**src/sv/svm_pkg.sv**
```systemverilog
// Shared types and constants of the sample voice mixer.
// Depends on nothing; every file but the two channel interfaces imports it.
package svm_pkg;

   localparam int VOICES       = 64;
   localparam int VOICE_W      = $clog2(VOICES);
   localparam int ADDR_W       = 16;
   localparam int SAMPLE_WORDS = 1 << ADDR_W;
   localparam int SMP_W        = 16;
   localparam int LEN_W        = 17;
   localparam int RATE_W       = 24;
   localparam int GAIN_W       = 16;
   localparam int CUR_W        = 32;
   localparam int ACC_W        = 56;
   localparam int DIV_CNT_W    = $clog2(LEN_W + 1);
   localparam int QUEUE_DEPTH  = 2;

   localparam logic [LEN_W-1:0]  MAX_LEN  = LEN_W'(65536);
   localparam logic [GAIN_W-1:0] MAX_GAIN = GAIN_W'(32768);
   localparam logic [3:0]        CMD_LAST = 4'd8;

   typedef enum logic [3:0] {
      OP_LOAD   = 4'd0,
      OP_CLIP   = 4'd1,
      OP_PLAY   = 4'd2,
      OP_PAUSE  = 4'd3,
      OP_RESUME = 4'd4,
      OP_STOP   = 4'd5,
      OP_GAIN   = 4'd6,
      OP_LOOP   = 4'd7,
      OP_RENDER = 4'd8,
      OP_NONE   = 4'd9
   } op_type;

   typedef enum logic [1:0] {
      ST_PLAYING = 2'd0,
      ST_PAUSED  = 2'd1,
      ST_STOPPED = 2'd2
   } status_type;

   // Decoded command as it travels from the front end to the back end.
   typedef struct packed {
      op_type              op;
      logic [VOICE_W-1:0]  voice;
      logic [ADDR_W-1:0]   address;
      logic [SMP_W-1:0]    sample_value;
      logic [LEN_W-1:0]    length;
      logic                stereo;
      logic [RATE_W-1:0]   rate;
      logic [GAIN_W-1:0]   gain;
      logic                gain_ok;
      logic                loop_en;
   } cmd_type;

   // One voice record as held in the voice memory.
   typedef struct packed {
      logic [CUR_W-1:0]    cursor;
      logic [GAIN_W-1:0]   gain;
      logic                loop_en;
      logic [ADDR_W-1:0]   base;
      logic [LEN_W-1:0]    length;
      logic                stereo;
      logic [RATE_W-1:0]   rate;
      status_type          status;
   } voice_type;

   localparam voice_type RESET_VOICE = '{
      cursor:  '0,
      gain:    '0,
      loop_en: 1'b0,
      base:    '0,
      length:  LEN_W'(1),
      stereo:  1'b0,
      rate:    '0,
      status:  ST_STOPPED
   };

endpackage

```
**src/sv/svm_req_if.sv**
```systemverilog
// Command channel of the sample voice mixer: valid, ready and the command fields.
// Depends on nothing.
interface svm_req_if;
   logic               valid;
   logic               ready;
   logic [3:0]         command;
   logic [5:0]         voice_index;
   logic [15:0]        address;
   logic signed [15:0] sample_value;
   logic [16:0]        clip_length;
   logic               stereo;
   logic [23:0]        rate_step;
   logic [15:0]        gain;
   logic               loop_enable;

   modport source (output valid, command, voice_index, address, sample_value,
                   clip_length, stereo, rate_step, gain, loop_enable,
                   input ready);
   modport sink (input valid, command, voice_index, address, sample_value,
                 clip_length, stereo, rate_step, gain, loop_enable,
                 output ready);
endinterface

```
**src/sv/svm_front.sv**
```systemverilog
// Front end: takes command beats and classifies them into decoded commands.
// Depends on svm_pkg and svm_req_if.
module svm_front (
   svm_req_if.sink          req,
   output svm_pkg::cmd_type push_item,
   output logic             push,
   input  logic             full
);
   import svm_pkg::*;

   assign req.ready = !full;
   assign push      = req.valid && !full;

   always_comb begin
      push_item.op = (req.command <= CMD_LAST) ? op_type'(req.command) : OP_NONE;
      push_item.voice        = req.voice_index;
      push_item.address      = req.address;
      push_item.sample_value = req.sample_value;
      // A zero length counts as one frame; lengths above MAX_LEN saturate to it.
      if (req.clip_length == '0) begin
         push_item.length = LEN_W'(1);
      end else if (req.clip_length > MAX_LEN) begin
         push_item.length = MAX_LEN;
      end else begin
         push_item.length = req.clip_length;
      end
      push_item.stereo  = req.stereo;
      push_item.rate    = req.rate_step;
      push_item.gain    = req.gain;
      push_item.gain_ok = (req.gain <= MAX_GAIN);
      push_item.loop_en = req.loop_enable;
   end

endmodule

```
**src/flat_wrapper.sv**
```systemverilog
// flat-port wrapper written by rule: the top's interface ports become plain ports
module svm_front_flat import svm_pkg::*;
  (push_item, push, full, req_valid, req_command, req_voice_index, req_address, req_sample_value, req_clip_length, req_stereo, req_rate_step, req_gain, req_loop_enable, req_ready);
  svm_req_if req_i ();
  output svm_pkg::cmd_type push_item;
  output logic push;
  input  logic full;
  input wire logic [$bits(req_i.valid)-1:0] req_valid;
  input wire logic [$bits(req_i.command)-1:0] req_command;
  input wire logic [$bits(req_i.voice_index)-1:0] req_voice_index;
  input wire logic [$bits(req_i.address)-1:0] req_address;
  input wire logic [$bits(req_i.sample_value)-1:0] req_sample_value;
  input wire logic [$bits(req_i.clip_length)-1:0] req_clip_length;
  input wire logic [$bits(req_i.stereo)-1:0] req_stereo;
  input wire logic [$bits(req_i.rate_step)-1:0] req_rate_step;
  input wire logic [$bits(req_i.gain)-1:0] req_gain;
  input wire logic [$bits(req_i.loop_enable)-1:0] req_loop_enable;
  output wire logic [$bits(req_i.ready)-1:0] req_ready;
  assign req_i.valid = req_valid;
  assign req_i.command = req_command;
  assign req_i.voice_index = req_voice_index;
  assign req_i.address = req_address;
  assign req_i.sample_value = req_sample_value;
  assign req_i.clip_length = req_clip_length;
  assign req_i.stereo = req_stereo;
  assign req_i.rate_step = req_rate_step;
  assign req_i.gain = req_gain;
  assign req_i.loop_enable = req_loop_enable;
  assign req_ready = req_i.ready;
  svm_front u_core (.req(req_i), .push_item(push_item), .push(push), .full(full));
endmodule
```
**config.mk**
```make
export PLATFORM = sky130hd
export DESIGN_NAME = svm_front_flat
export DESIGN_NICKNAME = d
export VERILOG_FILES = /design/src/sv/svm_pkg.sv /design/src/sv/svm_req_if.sv /design/src/sv/svm_front.sv /design/src/flat_wrapper.sv
export SDC_FILE = /design/constraint.sdc
export NUM_CORES = 1
export LEC_CHECK = 0
export ABC_AREA = 1
export BUFFER_PORTS_ARGS = -buffer_cell sky130_fd_sc_hd__clkbuf_2
export CORE_AREA = 3 3 79 81
export DETAILED_ROUTE_END_ITERATION = 8
export DIE_AREA = 0 0 82 84
export PLACE_DENSITY = 0.68
export SETUP_SLACK_MARGIN = 0.05
export SYNTH_ARGS = -nofsm -noshare
export SYNTH_HDL_FRONTEND = slang
export SYNTH_SLANG_ARGS = --single-unit
```
**constraint.sdc**
```tcl
create_clock -name vclk -period 1.73
set_input_delay 0.346 -clock vclk [all_inputs]
set_output_delay 0.346 -clock vclk [all_outputs]
set_load 0.05 [all_outputs]
```
==> qor.yml <==
floorplanning:
  core_sq_mm: 0.005540
  ioPinCount: 207
  initial_core_util: 0.1637
  die_y_um: 84
  dieWidth_um: 82
  num_rows: 27
  dieArea_sq_mm: 0.006888
sta:
  hold_violations: 0
  finalCriticalPeriod_ns: 1.734
  max_slew_margin: 0.6237
  setup_viol: 1
  fin_ws_ns: -0.003919
  period_share: 1.002
  max_slew.worst_pin.slew_ns: 0.5645
  rsz0062_at_grt: "true"
  timing.fmax_mhz: 576.7
  slew_viol_final: 0
  tns_ns: -0.003919
power_and_ir_drop:
  pwr-share-comb: 1.000
  total_power_uw: 414.8
  pwr-share-seq: 0
  p_sw_frac: 0.6377
  vdd_drop_max_mv: 0.1202
  leakage_nw: 0.5696
  clkPwrFrac: 0
  power.internal_uw: 150.3
  p_sw_uw: 264.6
  pwr_density_cell_mw_per_mm2: 356.5
final_layout:
  drive_gt1_frac: 0.8433
  seq_area_sq_um: 0
  n_fill_cell: 613
  seq_cells: 0
  diodes: 0
  syn_to_final_growth_pct: 28.28
  nNetsFinal: 239
  clockBufferCount: 0
  multi_input_area_sq_um: 431.7
clocking:
  holdBufCountCts: 0
  cts_setup_buffers: 0
flow_run:
  cap_violations: 0
drt:
  wl_met3_um: 501
  met2_length_um: 1655
  via_per_inst: 4.034
  wirelength_um: 3097
  vias: 831
  drc_errors: 0
  ant_nets: 0
  drt-pass1-iter-count: 2
  top_layer: "met4"
  avgRoutedWirePerCell_um: 15.03
  initialDrtViolationCount: 4
  drt-met1-wl_um: 908
critical_path:
  cp_num_buf_inv: 2
  crit_family: "simple AND/OR/NAND/NOR gates"
  start_kind: "primary input"
  worstPathMaxFanout: 8
  cp-end-kind: "primary output"
  critPathKind: "primary input to primary output"
  cp.arrival_ns: 1.39
  path_cells: "buf_6 -> nor2_4 -> nand2_4 -> nor2_4 -> nand2_4 -> a21boi_2 -> buf_8"
  required_ns: 1.38
  slowest_stage: "nor2_4"
  critPathMaxStageDelay_ns: 0.22
global_route:
  grtUsageTotal: 0.07583
  grt_pass1_wl_um: 4002
  grt_pass1_vias: 772
  grt-ovfl-total: 0
  antenna_found_initial: 0
  grt_max_degree: 19
status:
  status: "finished with violations"
  violations: "negative setup slack"
synth:
  synth-simple-area-share: 0.1545
  synth-seq-area-share: 0
  synthMuxAreaShare: 0
  syn_nets: 241
  synth_top_family_by_area: "buffers and inverters"
  yosysWarnings: 0
  ys_types: 17
  synth_compound_area_frac: 0.1421
  synthAdderAreaFrac: 0
  synth_xor_area_frac: 0
  synth_cells: 138
  netlist_area_sq_um: 907.1
  syn_area_per_cell_sq_um: 6.573
placement:
  portBuffers: 79
  dp.final_hpwl_um: 2539
  place_ws_ns: -0.2640
  place_congestion: 0.6241
min_path:
  hp-class: "primary input to primary output"
-- through the flow --
stage,instance area (sq um),utilization,hold slack (ns),instances
global route,1164,0.2100,0.6921,206
global placement,829.5,0.1497,0.6923,205
floorplan,907.1,-,0.8591,138
finish,1164,0.2100,0.6920,206
detailed placement,829.5,0.1497,0.6923,205
CTS,1015,0.1832,0.6923,206
-- synth_stat cells --
library cell | n | area [sq um]
a21boi_0 | 5 | 37.54
a21boi_1 | 9 | 67.56
a21boi_2 | 1 | 11.26
a21o_1 | 1 | 7.510
buf_4 | 80 | 600.6
buf_6 | 1 | 11.26
clkbuf_1 | 3 | 11.26
inv_1 | 4 | 15.01
nand2_1 | 8 | 30.03
nand2_2 | 1 | 6.260
nand3_1 | 1 | 5.000
nand3b_1 | 1 | 7.510
nand4_1 | 1 | 6.260
nor2_1 | 18 | 67.56
nor2_2 | 2 | 12.51
nor3_1 | 1 | 5.000
o21ai_0 | 1 | 5.000
-- cells in the final DEF, fill, tap and decap left out --
cell type,synthesis,final
clkbuf_2,0,55
a21boi_2,1,14
buf_8,0,14
nor2_1,18,10
nor2_4,0,7
nand2_2,1,6
buf_6,1,5
inv_1,4,4
buf_12,0,4
nor2_2,2,3
nand2_4,0,2
a21boi_4,0,1
nand3b_1,1,1
nand2_1,8,1
a21o_1,1,1
nand4_1,1,1
nor3_1,1,1
nand3_1,1,1
o21ai_1,0,1
nand2_8,0,1
buf_2,0,1
-- final timing paths --
kind / cells after the start / startpoint / endpoint
setup / recovery: 7 / req_clip_length[5] / push_item[53]
hold / removal: 0 / req_address[2] / push_item[78]
-- cell families (layout without fill, tap and decap cells) --
kind of cell / count (synthesis) / count (layout)
buffers and inverters: 88 / 83
AO/OA/AOI/OAI: 17 / 17
AND/OR/NAND/NOR: 33 / 34
-- cell type report --
cell class	count	share of cell area
Inverter	4	0.01290
Multi-Input combinational cell	51	0.3710
Tap cell	72	0.07742
Timing Repair Buffer	79	0.5387
-- routing by layer --
metal  global-route usage  up-vias
met1              0.06154      360
met3              0.03888        8
met2               0.1558      113
met5                    0        -
li1                     -      350
met4              0.01057        0
-- timing repair --
item	4_1_cts	5_1_grt
setup endpoints to repair	16	16
pin swaps	7	16
gates resized for setup	42	50
cloned	1	0
-- power by group through the flow --
| stage | Clock [mW] | Sequential [mW] | Combinational, mW |
|---|---|---|---|
| global placement | 0 | 0 | 0.337 |
| global route | 0 | 0 | 0.438 |
| CTS | 0 | 0 | 0.378 |
| detailed placement | 0 | 0 | 0.341 |
| floorplan | 0 | 0 | 0.643 |
| finish | 0 | 0 | 0.415 |
(Power assumes the default switching activity.)
