## config.mk

```make
export PLATFORM = sky130hd
export DESIGN_NAME = svm_queue
export DESIGN_NICKNAME = d
export VERILOG_FILES = /design/src/sv/svm_pkg.sv /design/src/sv/svm_queue.sv
export SDC_FILE = /design/constraint.sdc
export NUM_CORES = 1
export LEC_CHECK = 0
export BUFFER_PORTS_ARGS = -buffer_cell sky130_fd_sc_hd__clkbuf_2
export CAP_MARGIN = 20
export CORE_MARGIN = 2
export CORE_UTILIZATION = 35
export CTS_CLUSTER_DIAMETER = 80
export DETAILED_ROUTE_END_ITERATION = 8
export GPL_TIMING_DRIVEN = 0
export SLEW_MARGIN = 30
export SYNTH_ARGS = -nofsm -noshare
export SYNTH_HDL_FRONTEND = slang
export SYNTH_SLANG_ARGS = --single-unit
```

## constraint.sdc

```tcl
create_clock -name clock -period 5.5 [get_ports clock]
set_input_delay 0.825 -clock clock [delete_from_list [all_inputs] [get_ports clock]]
set_output_delay 0.825 -clock clock [all_outputs]
set_load 0.02 [all_outputs]
```

## src/sv/svm_pkg.sv

```systemverilog
// Shared types and constants of the sample voice mixer.
// Depends on nothing; every file but the two channel interfaces imports it.
package svm_pkg;

   localparam int VOICES       = 64;
   localparam int VOICE_W      = $clog2(VOICES);
   localparam int ADDR_W       = 16;
   localparam int SAMPLE_WORDS = 1 << ADDR_W;
   localparam int SMP_W        = 16;
   localparam int LEN_W        = 17;
   localparam int RATE_W       = 24;
   localparam int GAIN_W       = 16;
   localparam int CUR_W        = 32;
   localparam int ACC_W        = 56;
   localparam int DIV_CNT_W    = $clog2(LEN_W + 1);
   localparam int QUEUE_DEPTH  = 2;

   localparam logic [LEN_W-1:0]  MAX_LEN  = LEN_W'(65536);
   localparam logic [GAIN_W-1:0] MAX_GAIN = GAIN_W'(32768);
   localparam logic [3:0]        CMD_LAST = 4'd8;

   typedef enum logic [3:0] {
      OP_LOAD   = 4'd0,
      OP_CLIP   = 4'd1,
      OP_PLAY   = 4'd2,
      OP_PAUSE  = 4'd3,
      OP_RESUME = 4'd4,
      OP_STOP   = 4'd5,
      OP_GAIN   = 4'd6,
      OP_LOOP   = 4'd7,
      OP_RENDER = 4'd8,
      OP_NONE   = 4'd9
   } op_type;

   typedef enum logic [1:0] {
      ST_PLAYING = 2'd0,
      ST_PAUSED  = 2'd1,
      ST_STOPPED = 2'd2
   } status_type;

   // Decoded command as it travels from the front end to the back end.
   typedef struct packed {
      op_type              op;
      logic [VOICE_W-1:0]  voice;
      logic [ADDR_W-1:0]   address;
      logic [SMP_W-1:0]    sample_value;
      logic [LEN_W-1:0]    length;
      logic                stereo;
      logic [RATE_W-1:0]   rate;
      logic [GAIN_W-1:0]   gain;
      logic                gain_ok;
      logic                loop_en;
   } cmd_type;

   // One voice record as held in the voice memory.
   typedef struct packed {
      logic [CUR_W-1:0]    cursor;
      logic [GAIN_W-1:0]   gain;
      logic                loop_en;
      logic [ADDR_W-1:0]   base;
      logic [LEN_W-1:0]    length;
      logic                stereo;
      logic [RATE_W-1:0]   rate;
      status_type          status;
   } voice_type;

   localparam voice_type RESET_VOICE = '{
      cursor:  '0,
      gain:    '0,
      loop_en: 1'b0,
      base:    '0,
      length:  LEN_W'(1),
      stereo:  1'b0,
      rate:    '0,
      status:  ST_STOPPED
   };

endpackage

```

## src/sv/svm_queue.sv

```systemverilog
// Short queue of decoded commands between the front end and the back end.
// Depends on svm_pkg.
module svm_queue (
   input  logic             clock,
   input  logic             reset,
   input  logic             push,
   input  svm_pkg::cmd_type push_item,
   output logic             full,
   input  logic             pop,
   output logic             q_valid,
   output svm_pkg::cmd_type q_item
);
   import svm_pkg::*;

   localparam int PTR_W = $clog2(QUEUE_DEPTH);
   localparam int CNT_W = $clog2(QUEUE_DEPTH + 1);

   cmd_type           slot_ff [QUEUE_DEPTH];
   logic [PTR_W-1:0]  wr_ptr_ff;
   logic [PTR_W-1:0]  rd_ptr_ff;
   logic [CNT_W-1:0]  count_ff;

   assign full    = (count_ff == CNT_W'(QUEUE_DEPTH));
   assign q_valid = (count_ff != '0);
   assign q_item  = slot_ff[rd_ptr_ff];

   always_ff @(posedge clock) begin
      if (push) begin
         slot_ff[wr_ptr_ff] <= push_item;
      end
   end

   always_ff @(posedge clock) begin
      if (reset) begin
         wr_ptr_ff <= '0;
         rd_ptr_ff <= '0;
         count_ff  <= '0;
      end else begin
         if (push) begin
            wr_ptr_ff <= (wr_ptr_ff == PTR_W'(QUEUE_DEPTH - 1)) ? '0 : wr_ptr_ff + 1'b1;
         end
         if (pop) begin
            rd_ptr_ff <= (rd_ptr_ff == PTR_W'(QUEUE_DEPTH - 1)) ? '0 : rd_ptr_ff + 1'b1;
         end
         if (push && !pop) begin
            count_ff <= count_ff + 1'b1;
         end else if (pop && !push) begin
            count_ff <= count_ff - 1'b1;
         end
      end
   end

endmodule

```

==> results of run 1 <==
## cells by family after synthesis
logic type	after synthesis	share of synthesized area [%]
AOI/OAI and AO/OA	2	0.1267
muxes	102	18.36
and+or+nand+nor	9	0.6027
adders and majority gates	1	0.1585
DFF	209	78.90
buffers and inverters	12	1.411
xor gates and xnor gates	4	0.4440
## flip-flops by register name, indices dropped and copies added (netlist names), named ones only
register,cells
wr_ptr_ff,1
slot_ff,204
count_ff,2
rd_ptr_ff,1
## power breakdown
part	internal [mW]	total [mW]	switching (mW)
Combinational	0.241	0.529	0.288
Clock	0.956	1.54	0.580
Sequential	1.86	1.88	0.0239
Total	3.05	3.95	0.892
## through the flow
| stage | instance area [sq um] | utilization, % | setup WS, ns |
|---|---|---|---|
| final | 10240 | 46.63 | 2.878 |
| after global routing | 10240 | 46.63 | 2.767 |
| after CTS | 10240 | 46.63 | 2.814 |
| after detailed placement | 9475 | 43.15 | 3.147 |
| after global placement | 9290 | 42.31 | 0.01734 |
| after floorplan | 7894 | - | 1.576 |
## worst paths after layout
| check | from | to | slack, ns | depth (start not counted) |
|---|---|---|---|---|
| worst min register to register | count_ff[1] | count_ff[1] | 0.52 | 2 |
| worst min-delay path | push_item[100] | slot_ff[0][100] | 0.52 | 1 |
| worst max register to register | wr_ptr_ff | slot_ff[0][80] | 3.82 | 4 |
| worst max-delay path | flip-flop | q_item[55] | 2.88 | 4 |
## cell usage after synthesis
cell type,count,area [sq um]
sky130_fd_sc_hd__or3_1,1,6.260
sky130_fd_sc_hd__mux2_2,22,247.7
sky130_fd_sc_hd__buf_4,1,7.510
sky130_fd_sc_hd__nor2_1,4,15.01
sky130_fd_sc_hd__buf_2,2,10.01
sky130_fd_sc_hd__dfxtp_1,5,100.1
sky130_fd_sc_hd__xor2_1,2,17.52
sky130_fd_sc_hd__a21oi_1,1,5.000
sky130_fd_sc_hd__or2_2,1,6.260
sky130_fd_sc_hd__and2_1,1,6.260
sky130_fd_sc_hd__ha_1,1,12.51
sky130_fd_sc_hd__edfxtp_1,204,6126
sky130_fd_sc_hd__xnor2_1,2,17.52
sky130_fd_sc_hd__inv_1,1,3.750
sky130_fd_sc_hd__mux2_4,80,1201
sky130_fd_sc_hd__buf_6,8,90.09
sky130_fd_sc_hd__and2b_1,1,7.510
sky130_fd_sc_hd__nor2b_1,1,6.260
sky130_fd_sc_hd__o21ai_0,1,5.000
## layer usage
| layer | wire length (um) | vias to the layer above | part of all wire, % |
|---|---|---|---|
| li1 | - | 1830 | - |
| met1 | 5718 | 1931 | 39 |
| met2 | 7268 | 145 | 50 |
| met3 | 1396 | 25 | 9.5 |
| met4 | 238 | 0 | 1.6 |
| met5 | 0 | - | 0 |
## cell type report
type                            count  area, sq um
Buffer                             11        107.6
Clock inverter                     13        168.9
Multi-Input combinational cell    118         1564
Clock buffer                       28        594.3
Sequential cell                   209         6226
Fill cell                        1884        11720
Timing Repair Buffer              216         1224
Tap cell                          280        350.3
Inverter                            1        3.754
## critical path: cells and delay by family, from the launching register on
family / cells / cell delay [ns]
DFF: 1 / 0.34
buffers and inverters: 3 / 0.65
muxes: 1 / 0.31
==> metrics.cfg, run 1 <==
[clock_tree]
cts_root_buf = sky130_fd_sc_hd__clkbuf_16
number_of_levels_the_h_tree_was_split_into = 1
cts.reportedPaths.clkPinSlew_ns = 0.06
tritoncts.num_buffers = 23
postCtsHoldBufs = 0
numClockSinks = 209
cts-root-to-sink-buffers = 3
clock_insertion_delay_worst_skew_ns = 0.49
cts_tree = done
post_cts_setup_repair_buffer_count = 0
post_cts_resized = 0

[grt]
grt_first_pass_wirelength_um = 22290
m3_gr_usage_pct = 4.566
groute.usage.overall_pct = 11.89
grt_overflow = 0
global_route_hottest_layer = met2
number_of_antenna_violations_at_the_first_check_in_global_routing = 0
gr-usage-met1_pct = 13.80
pin_count_of_the_biggest_net_entering_global_routing = 40
groute.layer.met2.usage_pct = 20.56
first_global_vias = 4204

[timing]
timing.clock.skew_ns = 0.01313
crit_path_time_final_ns = 2.622
fin_worst_hold_slack_ns = 0.5163
finalHoldViolCount = 0
rsz0062_at_grt = no
timing_worst_slew_pin_value_ns = 0.5871
slew_headroom_pct = 60.86
slew_violations = 0
max_freq_ghz = 0.3814
finalSetupViolCount = 0
layout_worst_path_cycle_share_pct = 47.67
final.setup.tns_ns = 0

[floorplanning]
floorplan.rows = 54
core-area_sq_um = 21960
floorplan.die_area_sq_um = 23760
overall_die_height_um = 154.2
die-width_um = 154.2
io_pins = 210
start_util_pct = 35.94

[cells_and_area]
drive_gt1_share_pct = 61.24
final_cell_mix = 209 x sky130_fd_sc_hd__clkbuf_2, 204 x sky130_fd_sc_hd__edfxtp_1, 80 x sky130_fd_sc_hd__mux2_4, 23 x sky130_fd_sc_hd__clkbuf_16, 22 x sky130_fd_sc_hd__mux2_2
nNetsFinal = 687
diodes = 0
area_growth_pct = 29.75
final_common_cell = sky130_fd_sc_hd__clkbuf_2
layout.cells.non_filler = 876

[logic_synthesis]
yosys.cell_types.count = 19
synth.net_count = 446
synth_seq_area_share_pct = 78.90
synthesis.yosys.warnings = 0
syn_area_per_cell_sq_um = 23.28
synth_cells = 339
mappedNetlistArea_sq_um = 7891
ys_ff_latch = 209

[route]
routedWlPerCell_um = 16.69
antenna_left = 0
drt-vias-per-instance = 4.487
drt_drc_violations_left = 0
drtIter0Drc = 127
drt_pre_antenna_iters = 4
wirelength_um = 14620
num_vias = 3931

[placed_design]
port_buffers = 209
routability_congestion = 0.6811
dp_hpwl_um = 10310
numPlacedInstances = 835

[setup_path]
crit_path_start_kind = flip-flop
worstPathArrival_ns = 1.80
largest_stage_delay_on_the_critical_path_ns = 0.34
cp_max_fo = 10
cpMaxStageDelayCell = sky130_fd_sc_hd__dfxtp_1
timing.critical_path.cells = buf_4 > buf_6 > mux2_4 > clkbuf_2
critPathCaptureType = output pin
critical_path_class = reg -> out
critPathRequiredTime_ns = 4.68

[power]
static-leakage-power_nw = 4.085
max-vdd-ir-drop_v = 0.0002386
power-per-cell-area_nw_per_um2 = 385.4
fin_total_pwr_mw = 3.946

[hold_path]
hold_path.class = in -> reg

[run_status]
run_status = finished clean

[flow_run]
max-cap-violations = 0

(Power assumes the default switching activity.)
==> inputs of run 2 (changes only) <==
ABC_AREA = 1   (was not set)
clock period = 2.7 ns   (was 5.5 ns; I/O delays follow)
==> run 2 against run 1 <==
Compared with the run above:
- die area is 0.21% higher
- cell count grew 1.7%
- total power increased by 93%
- combinational power up 93%
- register-to-register slack worse by 2.9 ns
- utilization shrank 0.98 points
- non-clock buffer count up 2
- critical path type unchanged
- largest power group unchanged
==> metrics.cfg, run 2 <==
[cells_and_area]
final_common_cell = sky130_fd_sc_hd__clkbuf_2
drive_gt1_share_pct = 59.83
nNetsFinal = 700
final_cell_mix = 209 x sky130_fd_sc_hd__clkbuf_2, 204 x sky130_fd_sc_hd__edfxtp_1, 80 x sky130_fd_sc_hd__mux2_4, 23 x sky130_fd_sc_hd__clkbuf_16, 22 x sky130_fd_sc_hd__mux2_2
area_growth_pct = 29.47
leading_registers_by_flop_count = slot_ff: 204 flops, count_ff: 2 flops
registers.top_by_ff_count = slot_ff
largest_reg_flops = 204

[setup_path]
critPathCaptureType = output pin
worstPathArrival_ns = 1.83
largest_stage_delay_on_the_critical_path_ns = 0.33
critical_path_class = reg -> out
flop2flop_setup_slack_ns = 0.91
worst_r2r_endpoint = slot_ff[1][41]
timing.critical_path.cells = buf_4 > buf_6 > mux2_4 > clkbuf_2
critPathRequiredTime_ns = 2.30
cp_max_fo = 10
timing.reg2reg.worst_path_depth = 4
cpMaxStageDelayCell = sky130_fd_sc_hd__dfxtp_1
crit-reg2reg-launch = wr_ptr_ff
crit_path_start_kind = flip-flop

[timing]
finalSetupViolCount = 0
slew_headroom_pct = 60.52
rsz0062_at_grt = no
crit_path_time_final_ns = 2.233
finalHoldViolCount = 0
slew_violations = 0
layout_worst_path_cycle_share_pct = 82.72
timing_worst_slew_pin_value_ns = 0.5910
max_freq_ghz = 0.4477
timing.clock.skew_ns = 0.01628
final.setup.tns_ns = 0

[hold_path]
hold_path.class = in -> reg
worst_hold_path.endpoint = slot_ff[1][1]
min_path_cells = 1
hold_path_startpoint = push_item[1]

[logic_synthesis]
asyncSetResetFlopFracSynth_pct = 0
synth-edff-count = 204
synth_cells = 350
yosys.cell_types.count = 17
synthesis.yosys.warnings = 0
post_synth_most_frequent_cells = 204 x sky130_fd_sc_hd__edfxtp_1, 80 x sky130_fd_sc_hd__mux2_4, 22 x sky130_fd_sc_hd__mux2_2
netlist_top_cells_area = sky130_fd_sc_hd__edfxtp_1 77%, sky130_fd_sc_hd__mux2_4 15%, sky130_fd_sc_hd__mux2_2 3.1%
synth.net_count = 457
synth_seq_area_share_pct = 78.72
syn_area_per_cell_sq_um = 22.60
mappedNetlistArea_sq_um = 7909
netlist.top_cell.by_area = sky130_fd_sc_hd__edfxtp_1
synthFlopType = sky130_fd_sc_hd__edfxtp_1
synth_top_area_share_pct = 77.46
synth.most_common_cell = sky130_fd_sc_hd__edfxtp_1
ys_ff_latch = 209

[power]
max-vdd-ir-drop_v = 0.0004177
power-per-cell-area_nw_per_um2 = 745.6
static-leakage-power_nw = 4.080
fin_total_pwr_mw = 7.634

[grt]
grt_overflow = 0
first_global_vias = 4386
grt_first_pass_wirelength_um = 22950
pin_count_of_the_biggest_net_entering_global_routing = 25
groute.usage.overall_pct = 12.34
number_of_antenna_violations_at_the_first_check_in_global_routing = 2

[clock_tree]
number_of_levels_the_h_tree_was_split_into = 1
cts.reportedPaths.clkPinSlew_ns = 0.06
numClockSinks = 209
cts-root-to-sink-buffers = 3
cts_tree = done
tritoncts.num_buffers = 23
clock_insertion_delay_worst_skew_ns = 0.50
post_cts_setup_repair_buffer_count = 0
cts_root_buf = sky130_fd_sc_hd__clkbuf_16
postCtsHoldBufs = 0
post_cts_resized = 0

[route]
antenna_left = 0
routedWlPerCell_um = 16.91
drt-vias-per-instance = 4.494
num_vias = 4004
drt_pre_antenna_iters = 5
drt_drc_violations_left = 0
drtIter0Drc = 92
wirelength_um = 15060

[floorplanning]
floorplan.rows = 55
floorplan.die_area_sq_um = 23810
die-width_um = 154.3
io_pins = 210
core-area_sq_um = 22430
start_util_pct = 35.25
overall_die_height_um = 154.3

[flow_run]
max-cap-violations = 0

[placed_design]
routability_congestion = 0.7243
port_buffers = 209
dp_hpwl_um = 10900

[run_status]
run_status = finished clean

## run 2: per-stage QoR
step	util, %	instances	cell area [sq um]	setup slack (ns)	hold WS [ns]
2_1_floorplan	-	350	7920	0.3090	0.4774
3_3_place_gp	41.56	844	9323	-0.7099	0.4973
3_5_place_dp	42.63	853	9563	0.7021	0.5324
4_1_cts	45.63	890	10240	0.4049	0.07402
5_1_grt	45.63	890	10240	0.3346	0.06763
6_report	45.64	891	10240	0.4665	0.09023
## run 2: cell families (layout without fill, tap and decap cells)
family,Yosys count,after routing,synth area share [%]
muxes,102,102,18.32
other,0,1,0
and+or+nand+nor,15,15,0.7751
adders and majority gates,1,1,0.1582
DFF,209,209,78.72
xor gates and xnor gates,1,1,0.1108
buffers and inverters,20,275,1.788
AOI/OAI and AO/OA,2,2,0.1264
## run 2: worst max-delay path by stage
stage / from / end / slack, ns / cells past startpoint
2_1_floorplan: push / slot_ff[1][0] / 0.31 / 2
3_3_place_gp: push / slot_ff[1][42] / -0.71 / 3
3_5_place_dp: push / slot_ff[1][41] / 0.70 / 5
4_1_cts: flip-flop / q_item[38] / 0.40 / 4
5_1_grt: flip-flop / q_item[38] / 0.33 / 4
6_report: flip-flop / q_item[38] / 0.47 / 4
## run 2: cell type report
cell class	instances	area (sq um)
clock buffer	30	611.8
timing repair buffer	218	1286
buffer	11	107.6
sequential	209	6226
antenna	1	2.502
tap	285	356.6
fill	1951	12190
clock inverter	7	62.56
inverter	9	37.54
multi-input combinational	121	1549
## run 2: worst max-delay path: cells and delay by family (launching register included)
kind | cells | cell delay (ns)
buffers and inverters | 3 | 0.68
multiplexers | 1 | 0.31
flip-flops | 1 | 0.33
## run 2: metal layers
metal  up-vias  share of wire (%)  track usage (%)
li1       1859                  -                -
met5         -                  0                0
met4         0                2.2            3.836
met2       147                 50            22.02
met1      1974                 38            13.60
met3        24                9.3            4.819
## run 2: power by group
part           internal (mW)  switching (mW)  total [mW]
sequential              3.76          0.0429        3.80
combinational          0.469           0.554        1.02
clock                   1.67            1.14        2.81
